### src/hdl/slv_pkg.sv
package slv_pkg;

  localparam int COORD_BITS_DEF     = 16;
  localparam int UNIT_FRAC_BITS_DEF = 15;
  localparam int NUM_AXES           = 3;

endpackage

### src/hdl/slv_div_cell.sv
module slv_div_cell
  import slv_pkg::*;
#(
  parameter int RW     = 18,
  parameter int LW     = 17,
  parameter int QW     = 15,
  parameter int SIDE_W = 55
) (
  input  logic                         clk,
  input  logic [NUM_AXES-1:0][RW-1:0]  rem_i,
  input  logic [NUM_AXES-1:0][QW-1:0]  q_i,
  input  logic [LW-1:0]                len_i,
  input  logic [SIDE_W-1:0]            side_i,
  output logic [NUM_AXES-1:0][RW-1:0]  rem_o,
  output logic [NUM_AXES-1:0][QW-1:0]  q_o,
  output logic [LW-1:0]                len_o,
  output logic [SIDE_W-1:0]            side_o
);

  logic [NUM_AXES-1:0][RW-1:0] sh;
  logic [NUM_AXES-1:0]         ge;
  logic [NUM_AXES-1:0][RW-1:0] rem_nxt;
  logic [NUM_AXES-1:0][QW-1:0] q_nxt;
  logic [NUM_AXES-1:0][RW-1:0] rem_r;
  logic [NUM_AXES-1:0][QW-1:0] q_r;
  logic [LW-1:0]               len_r;
  logic [SIDE_W-1:0]           side_r;

  // one restoring quotient bit per axis; remainder stays below len
  always_comb begin
    for (int a = 0; a < NUM_AXES; a++) begin
      sh[a]      = {rem_i[a][RW-2:0], 1'b0};
      ge[a]      = (sh[a] >= RW'(len_i));
      rem_nxt[a] = ge[a] ? (sh[a] - RW'(len_i)) : sh[a];
      q_nxt[a]   = {q_i[a][QW-2:0], ge[a]};
    end
  end

  always_ff @(posedge clk) begin
    rem_r  <= rem_nxt;
    q_r    <= q_nxt;
    len_r  <= len_i;
    side_r <= side_i;
  end

  assign rem_o  = rem_r;
  assign q_o    = q_r;
  assign len_o  = len_r;
  assign side_o = side_r;

endmodule
### config.mk
export PLATFORM = sky130hd
export DESIGN_NAME = slv_div_cell
export DESIGN_NICKNAME = d
export VERILOG_FILES = /design/src/hdl/slv_pkg.sv /design/src/hdl/slv_div_cell.sv
export SDC_FILE = /design/constraint.sdc
export NUM_CORES = 1
export LEC_CHECK = 0
export ABC_AREA = 1
export BUFFER_PORTS_ARGS = -buffer_cell sky130_fd_sc_hd__buf_4
export CORE_ASPECT_RATIO = 0.6
export CORE_MARGIN = 1.5
export CORE_UTILIZATION = 45
export CTS_BUF_LIST = sky130_fd_sc_hd__clkbuf_4
export DETAILED_ROUTE_END_ITERATION = 8
export PLACE_DENSITY = 0.88
export SKIP_CTS_REPAIR_TIMING = 1
export SYNTH_ARGS = -nofsm -noshare
export SYNTH_HDL_FRONTEND = slang
export SYNTH_SLANG_ARGS = --single-unit
### constraint.sdc
create_clock -name clk -period 5.8 [get_ports clk]
set_clock_uncertainty 0.2 [all_clocks]
set_input_delay 0.87 -clock clk [delete_from_list [all_inputs] [get_ports clk]]
set_output_delay 0.87 -clock clk [all_outputs]
set_load 0.005 [all_outputs]
==> reports/metrics.csv <==
metric;value;unit
status;finished clean;
drive_gt1_share;29.1;%
cts_buffer_depth;2;
die_area;18600;sq um
vias;8050;
postSynthAreaPerCell;7.18;sq um
layout_common_cells;471 x nand2_1, 336 x buf_4, 181 x inv_1;
ys_top_cells_by_area;dfxtp_1 43%, nand2_1 22%, inv_1 8.5%;
htreeDepth;4;
first_pass_iters;5;
cts_made_buffers;17;
cap_violations;0;
layout_commonest_cell;nand2_1;
setup_viol_count_final;0;
cp_top_family;simple AND/OR/NAND/NOR gates;
crit_cells;12;
sequentialPowerShare;47.1;%
ys_ff_latch;171;
slew_headroom;61.4;%
switchingPower;0.000937;W
cp_data_arrival_time;2880;ps
crit_slowest_cell;nor2_4;
place_hpwl;21900;um
required;6110;ps
rows;37;
antenna_found_initial;0;
path_cells;buf_4, inv_1, ha_1, inv_2, nor2_4, nand2_2, inv_2, a21oi_4, nand3_2, nor2_4, nand2_1, nand2_1;
ys.warnings.count;0;
critPathLaunchType;input port;
grt_pass1_wl;39600;um
fin_area;11000;sq um
fin_nets;1686;
initial_core_util;46.2;%
max_freq;389;MHz
grt_max_degree;19;
core;17300;sq um
clk_pin_slew;170;ps
viasPerCell;4.71;
cts-root-buf;clkbuf_4;
drt-total-wl;26400;um
fillers;1500;
p_leak;6.38;nW
die_w;175;um
hold_path_end;side_o[21];
post-route-period-util;44.3;%
slowest_delay;460;ps
io_pins;343;
finalSetupTns;0;ps
ir_worst_vdd;0.000154;V
drt_first_iter_violations;849;
netlist_area;7980;sq um
areaGrowthSynthToFinish;37.9;%
portBuffers;336;
p_per_area;256;nW/um^2
period_minus_slack;2570;ps
ys_seq_area_share;42.9;%
multi_input_area;3740;sq um
cp_max_fo;17;
place_inst;1675;
drcViolationCount;0;
worst_pin_slew;578;ps
p_total;0.00282;W
slew_viol_final;0;
finalNonFillerCells;1708;
worstHoldPathType;input port to register;
internal-power;0.00188;W
drtAntennaViolNets;0;
die_h;106;um
holdWs;175;ps
syn_nets;1338;
yosysTopAreaCell;dfxtp_1;
wl_per_cell;15.4;um
crit_buf_inv;4;
hold_violations;0;
synth_top_area_share;42.9;%
ys_types;29;
rsz0062_at_grt;no;
groute.usage.overall;28.2;%
path_class;input port to register;
comb_power_share;27.8;%
power_frac_clock;25.0;%
crit_path_end_kind;register;
cts_num_sinks;171;
tritoncts;yes;
min_from;side_i[21];
hold_depth;1;
overflow;0;
place_congestion;0.925;
grt_pass1_vias;7429;
area.sequential;3420;sq um
syn_inst;1112;
swShare;33.2;%
post_dp_cell_area;10700;sq um
==> per-layer routing <==
layer / track usage (%) / wire [um]
met2: 41.9 / 11300
met4: 9.04 / 606
met5: 0 / 0
met1: 39.8 / 11900
met3: 7.19 / 2500
==> power groups by stage <==
| stage | clock, W | sequential [W] | combinational [W] |
|---|---|---|---|
| final | 0.000706 | 0.00133 | 0.000784 |
| after CTS | 0.000718 | 0.00133 | 0.000777 |
| after global routing | 0.000771 | 0.00134 | 0.000866 |
| after floorplan | 0 | 0.00136 | 0.000383 |
| after global placement | 0 | 0.00135 | 0.000759 |
| after detailed placement | 0 | 0.00135 | 0.000773 |
==> how the worst max path moves through the flow <==
stage	end	start
after floorplan	rem_o[17]	len_i[15]
after global placement	rem_o[5]	len_i[15]
after detailed placement	rem_o[1]	len_i[15]
after CTS	rem_o[6]	len_i[15]
after global routing	rem_o[4]	len_i[15]
final	rem_o[6]	len_i[16]
==> cell families (layout without fill, tap and decap cells) <==
kind of cell               count (synthesis)  count (layout)  synth area share [%]
and+or+nand+nor                          629             629                  33.2
other                                      0               1                     0
AOI/OAI and AO/OA                         33              33                  2.49
buffers and inverters                    203             564                  10.2
adders and majority gates                 54              54                  8.75
xor gates and xnor gates                  22              22                  2.41
DFF                                      171             171                  42.9
==> area by class of cell <==
| cell class | instances | area share [%] |
|---|---|---|
| clock inverter | 15 | 1.46 |
| sequential | 171 | 31.1 |
| inverter | 196 | 6.68 |
| tap | 234 | 2.66 |
| clock buffer | 17 | 1.16 |
| antenna | 1 | 0.0227 |
| multi-input combinational | 738 | 34.0 |
| timing repair buffer | 336 | 22.9 |
==> sequential cells by signal, indices dropped and copies added, names as in the netlist <==
signal,cells
rem_o,54
len_o,17
q_o,45
side_o,55
==> synthesized netlist by cell type (all sizes together) <==
| cell | instances |
|---|---|
| a21oi | 30 |
| and2 | 1 |
| buf | 7 |
| clkinv | 2 |
| dfxtp | 171 |
| fa | 3 |
| ha | 51 |
| inv | 194 |
| nand2 | 496 |
| nand3 | 54 |
| nand4 | 10 |
| nor2 | 55 |
| nor3 | 12 |
| o21ai | 3 |
| or2 | 1 |
| xnor2 | 7 |
| xor2 | 15 |
==> through the flow <==
stage	setup WS (ps)	utilization [%]
CTS	3250	63.7
finish	3230	63.7
floorplan	3350	-
global route	3090	63.7
global placement	2700	62.1
detailed placement	2630	62.1
Power figures use the tool's default switching activity.
