## src/hdl/slv_pkg.sv

```systemverilog
package slv_pkg;

  localparam int COORD_BITS_DEF     = 16;
  localparam int UNIT_FRAC_BITS_DEF = 15;
  localparam int NUM_AXES           = 3;

endpackage

```

## src/hdl/slv_sqrt_cell.sv

```systemverilog
module slv_sqrt_cell
  import slv_pkg::*;
#(
  parameter int NW     = 34,
  parameter int RW     = 20,
  parameter int QW     = 17,
  parameter int SIDE_W = 51
) (
  input  logic              clk,
  input  logic [NW-1:0]     rad_i,
  input  logic [RW-1:0]     rem_i,
  input  logic [QW-1:0]     root_i,
  input  logic [SIDE_W-1:0] side_i,
  output logic [NW-1:0]     rad_o,
  output logic [RW-1:0]     rem_o,
  output logic [QW-1:0]     root_o,
  output logic [SIDE_W-1:0] side_o
);

  logic [RW-1:0]     rem_sh;
  logic [RW-1:0]     trial;
  logic              ge;
  logic [NW-1:0]     rad_nxt;
  logic [RW-1:0]     rem_nxt;
  logic [QW-1:0]     root_nxt;
  logic [NW-1:0]     rad_r;
  logic [RW-1:0]     rem_r;
  logic [QW-1:0]     root_r;
  logic [SIDE_W-1:0] side_r;

  // bring down the next pair of radicand bits, try root*4+1
  always_comb begin
    rem_sh   = {rem_i[RW-3:0], rad_i[NW-1:NW-2]};
    trial    = RW'({root_i, 2'b01});
    ge       = (rem_sh >= trial);
    rem_nxt  = ge ? (rem_sh - trial) : rem_sh;
    root_nxt = {root_i[QW-2:0], ge};
    rad_nxt  = {rad_i[NW-3:0], 2'b00};
  end

  always_ff @(posedge clk) begin
    rad_r  <= rad_nxt;
    rem_r  <= rem_nxt;
    root_r <= root_nxt;
    side_r <= side_i;
  end

  assign rad_o  = rad_r;
  assign rem_o  = rem_r;
  assign root_o = root_r;
  assign side_o = side_r;

endmodule

```

## config.mk

```make
export PLATFORM = sky130hd
export DESIGN_NAME = slv_sqrt_cell
export DESIGN_NICKNAME = d
export VERILOG_FILES = /design/src/hdl/slv_pkg.sv /design/src/hdl/slv_sqrt_cell.sv
export SDC_FILE = /design/constraint.sdc
export NUM_CORES = 1
export LEC_CHECK = 0
export BUFFER_PORTS_ARGS = -buffer_cell sky130_fd_sc_hd__buf_2
export CORE_MARGIN = 2
export CORE_UTILIZATION = 30
export CTS_BUF_LIST = sky130_fd_sc_hd__clkbuf_4
export DETAILED_ROUTE_END_ITERATION = 10
export SETUP_SLACK_MARGIN = 0.2
export SYNTH_ARGS = -nofsm -noshare
export SYNTH_HDL_FRONTEND = slang
export SYNTH_SLANG_ARGS = --single-unit
```

## constraint.sdc

```tcl
create_clock -name clk -period 5.3 [get_ports clk]
set_input_delay 1.06 -clock clk [delete_from_list [all_inputs] [get_ports clk]]
set_output_delay 1.06 -clock clk [all_outputs]
set_load 0.01 [all_outputs]
```

==> flow_summary.ini, run 1 <==
[outcome]
status = finished clean

[global_routing]
overflow = 0
antenna_found_initial = 1
grt_max_degree = 23
first_global_vias = 2961
grtUsageTotal = 0.144
grt_pass1_wl_mm = 14.5

[floorplanning]
rows = 41
fp.dieH_um = 117
die_x_um = 117
die_area_mm2 = 0.0137
core_area_mm2 = 0.0125
io_pins = 245
start_util = 0.306

[synth]
synth_top_family_by_area = compound AO/OA/AOI/OAI gates
synth.area.top_cells = dfxtp_1, ha_1, mux2_4
synth_xor_area_frac = 0.0389
synth-seq-cells = 120
synth_commonest_cells = dfxtp_1, inv_1, ha_1
synthAdderAreaFrac = 0.0621
synth_top_cell_by_area = dfxtp_1
yosys.area_share.simple = 0.0611
synth-edff-count = 0
synthArstFlopShare = 0
synth.avg_cell_area_um2 = 12.2
synth-compound-area-share = 0.104
yosys_warnings = 0
syn-cell-area_mm2 = 0.00383
synth_cell_type_count = 42
ys_seq_area_frac = 0.628
synth_ff_type = dfxtp_1
synthDominantCellAreaShare = 0.628
synthMuxAreaShare = 0.0595
synth_most_common_cell = dfxtp_1
syn_inst = 314

[clocking]
holdBufCountCts = 0
cts_root_buf = clkbuf_4
post_cts_buffers = 0
cts_max_level = 4
tritoncts = yes
cts_buffers = 17
clk_path_buf_depth = 2
path_clk_slew_ns = 0.11
cts.repair.resized = 0
cts.sinks = 120

[worst_setup_path]
cp_data_arrival_time_ns = 3.72
cp-start-kind = input pin
cp_max_fo = 22
critical_path_buf_inv_count = 2
crit_path_end_kind = register
crit_family = compound AO/OA/AOI/OAI gates
slowest_delay_ns = 0.79
worstPathCellList = buf_2 > inv_1 > ha_1 > nand4_1 > nor4_2 > a2111oi_2 > a21o_1 > a31oi_4 > mux2_2
crit_required_ns = 5.72
critPathKind = in -> reg
crit_slowest_cell = a31oi_4

[timing]
rsz0062_at_grt = false
setup_violations = 0
worstMarginPinSlew_ns = 1.01
final.min_clock_period_ns = 3.30
relSlewSlack = 0.325
maxSlewViolCount = 0
tns_ns = 0
post-route-period-util = 0.623
hold_viol = 0
timing.fmax_mhz = 303

[worst_hold_path]
hp-class = in -> reg
min_to = side_o[4]
min_from = side_i[4]
hold_path_depth = 1

[place]
hpwl_mm = 8.24
placed_area_mm2 = 0.00517
place.gp.congestion = 0.725
numPortBuffers = 240

[power_and_ir_drop]
p_leak_nw = 2.76
p_per_area_mw_per_mm2 = 372
ir_drop_v = 0.000122

[route]
wl_per_cell_um = 13.6
antenna_left = 0
num_vias = 3147
drc_errors = 0
first_pass_iters = 4
routed_wl_mm = 10.2
via_per_inst = 4.21
dr.first_iter.drc_count = 122

[layout]
finalInstanceArea_mm2 = 0.00548
final_net_count = 704
layout-drive-gt1-share = 0.509
syn2layout_area_growth_pct = 43.2

[job]
cap_violations = 0
==> metal layers <==
layer  routed length [um]  part of all wire  global-route usage
met1                 3770              0.37               0.152
met2                 4980              0.49               0.240
met3                 1160              0.11              0.0690
met4                  244             0.024              0.0729
met5                    0                 0                   0
==> where the power goes <==
part	switching (mW)	internal [mW]	total, mW
Combinational	0.187	0.179	0.366
Clock	0.348	0.328	0.676
Sequential	0.0170	0.977	0.994
==> worst max path at each step <==
stage	start	to	slack [ns]	depth (start not counted)
2_1_floorplan	root_i[10]	rem_o[10]	2.26	10
3_3_place_gp	root_i[10]	rem_o[3]	1.43	9
3_5_place_dp	root_i[10]	rem_o[3]	1.42	9
4_1_cts	root_i[7]	rem_o[3]	2.01	9
5_1_grt	root_i[10]	rem_o[18]	1.86	10
6_report	root_i[7]	rem_o[2]	2.00	9
==> layout by cell type (no fill, tap or decap), drive strengths merged, types with 6 or more instances in the layout <==
cell type	n
ha	19
dfxtp	120
clkinv	9
xnor2	12
buf	240
clkbuf	17
inv	26
o211ai	7
nor2	12
mux2	15
o21ai	13
nand4	6
a21oi	15
nand2	11
==> cell families after synthesis <==
logic type,count (synthesis)
and+or+nand+nor,47
adders and majority gates,19
DFF,120
buffers and inverters,36
other,1
xor gates and xnor gates,17
muxes,16
AOI/OAI and AO/OA,58
==> metrics by stage <==
stage	utilization	std cells	hold WS, ns	setup slack (ns)	power (mW)
finish	0.438	748	0.627	2.00	2.04
global route	0.438	747	0.564	1.86	2.15
CTS	0.437	746	0.575	2.01	2.07
detailed placement	0.413	715	1.16	1.42	1.38
global placement	0.413	715	1.16	1.43	1.38
floorplan	-	315	1.09	2.26	1.23
==> registers in the layout, indices dropped and copies added (netlist names) <==
signal	flops
rem_o	20
rad_o	32
side_o	51
root_o	17
==> final cells by class <==
| type | count | area, um2 |
|---|---|---|
| Tap cell | 172 | 215 |
| Timing Repair Buffer | 240 | 1200 |
| Fill cell | 1259 | 7040 |
| Clock buffer | 17 | 128 |
| Sequential cell | 120 | 2400 |
| Inverter | 24 | 90.1 |
| Clock inverter | 14 | 174 |
| Multi-Input combinational cell | 159 | 1260 |
| Antenna cell | 2 | 5.00 |
Power figures use the tool's default switching activity.
==> run 2: changes to the inputs <==
clock period = 2.7 ns   (was 5.3 ns; I/O delays follow)
==> flow_summary.ini, run 2 (same netlist as run 1, synthesis figures left out) <==
[global_routing]
first_global_vias = 3238
grt_max_degree = 17
overflow = 0
grt_pass1_wl_mm = 15.5
antenna_found_initial = 2
grtUsageTotal = 0.152

[layout]
layout-drive-gt1-share = 0.541
layout.cells.non_filler = 772
finalInstanceArea_mm2 = 0.00572
final_cell_mix = buf_2, dfxtp_1, buf_4
layout_commonest_cell = buf_2
largest_reg_flops = 51
syn2layout_area_growth_pct = 49.4
fillers = 1223
final_net_count = 729

[timing]
hold_viol = 0
whs_ns = 0.110
rsz0062_at_grt = false
timing.fmax_mhz = 450
final.min_clock_period_ns = 2.22
tns_ns = 0
post-route-period-util = 0.823
maxSlewViolCount = 0
setup_violations = 0
fin_ws_ns = 0.477

[worst_hold_path]
min_from = side_i[30]
hp-class = in -> reg
min_to = side_o[30]
hold_path_depth = 1

[clocking]
path_clk_slew_ns = 0.11
cts_buffers = 17
cts_max_level = 4
tritoncts = yes
clk_path_buf_depth = 2
holdBufCountCts = 0
cts.sinks = 120
cts.repair.resized = 0
cts_root_buf = clkbuf_4
post_cts_buffers = 0

[floorplanning]
fp.dieH_um = 117
core_area_mm2 = 0.0125
rows = 41
die_x_um = 117
io_pins = 245
start_util = 0.306
die_area_mm2 = 0.0137

[route]
first_pass_iters = 4
drc_errors = 0
dr.first_iter.drc_count = 117
via_per_inst = 4.20
routed_wl_mm = 10.5
wl_per_cell_um = 13.6
antenna_left = 0
num_vias = 3243

[worst_setup_path]
cp-start-kind = input pin
cp_max_fo = 12
crit_path_end_kind = register
cp_data_arrival_time_ns = 2.63
critPathKind = in -> reg
crit_required_ns = 3.11

[place]
place.gp.congestion = 0.833
placed_area_mm2 = 0.00544
dp_slack_ns = -0.0468
numPortBuffers = 240
placed_cells = 740
hpwl_mm = 8.69

[outcome]
status = finished clean

[power_and_ir_drop]
p_leak_nw = 2.89
ir_drop_v = 0.000209
p_per_area_mw_per_mm2 = 696

[job]
cap_violations = 0
-- run 2: cell count changes in the layout (fill, tap and decap cells not counted), sizes merged --
cell / change
buf: +25
diode: -1
bufinv: -1
clkinv: -2
clkinvlp: +3
-- run 2: how the worst max path moves through the flow --
| stage | start | endpoint | slack, ns |
|---|---|---|---|
| finish | root_i[0] | rem_o[9] | 0.48 |
| detailed placement | root_i[0] | rem_o[2] | -0.05 |
| global route | root_i[0] | rem_o[8] | 0.43 |
| floorplan | root_i[6] | rem_o[10] | 0.20 |
| global placement | root_i[0] | rem_o[2] | 0.02 |
| CTS | root_i[0] | rem_o[8] | 0.54 |
-- run 2: critical path: stages --
cell and delay [ns]:
buf_2 0.09, inv_1 0.03, ha_1 0.37, nand4_1 0.21, nor4_4 0.36, a2111oi_4 0.09, a21o_1 0.22, a31oi_4 0.22
buf_12 0.20, mux2_4 0.30
-- run 2: stage by stage --
step | total power, mW | utilization
2_1_floorplan | 2.45 | -
3_3_place_gp | 2.79 | 0.434
3_5_place_dp | 2.79 | 0.434
4_1_cts | 4.04 | 0.457
5_1_grt | 4.21 | 0.457
6_report | 3.98 | 0.457
-- run 2: power breakdown --
| group | total, mW | internal (mW) | leakage (nW) | switching [mW] |
|---|---|---|---|---|
| Sequential | 1.95 | 1.92 | 1.01 | 0.0331 |
| Clock | 1.23 | 0.548 | 0.144 | 0.684 |
| Combinational | 0.795 | 0.409 | 1.73 | 0.386 |
-- run 2: area by class of cell --
type | count | area (um2) | share of cell area
diodes | 1 | 2.50 | 0.000438
repair buffers | 265 | 1410 | 0.247
clock buffers | 17 | 128 | 0.0223
clock inverters | 14 | 150 | 0.0263
inverters | 24 | 90.1 | 0.0158
flip-flops and latches | 120 | 2400 | 0.420
multi-input cells | 159 | 1320 | 0.230
well taps | 172 | 215 | 0.0376
-- run 2: routing by layer --
| layer | track usage | wire, um | vias up | share of wire |
|---|---|---|---|---|
| met5 | 0 | 19 | - | 0.0018 |
| met4 | 0.0831 | 320 | 2 | 0.030 |
| met3 | 0.0711 | 1080 | 27 | 0.10 |
| met2 | 0.263 | 5210 | 149 | 0.50 |
| met1 | 0.151 | 3870 | 1451 | 0.37 |
| li1 | - | - | 1614 | - |
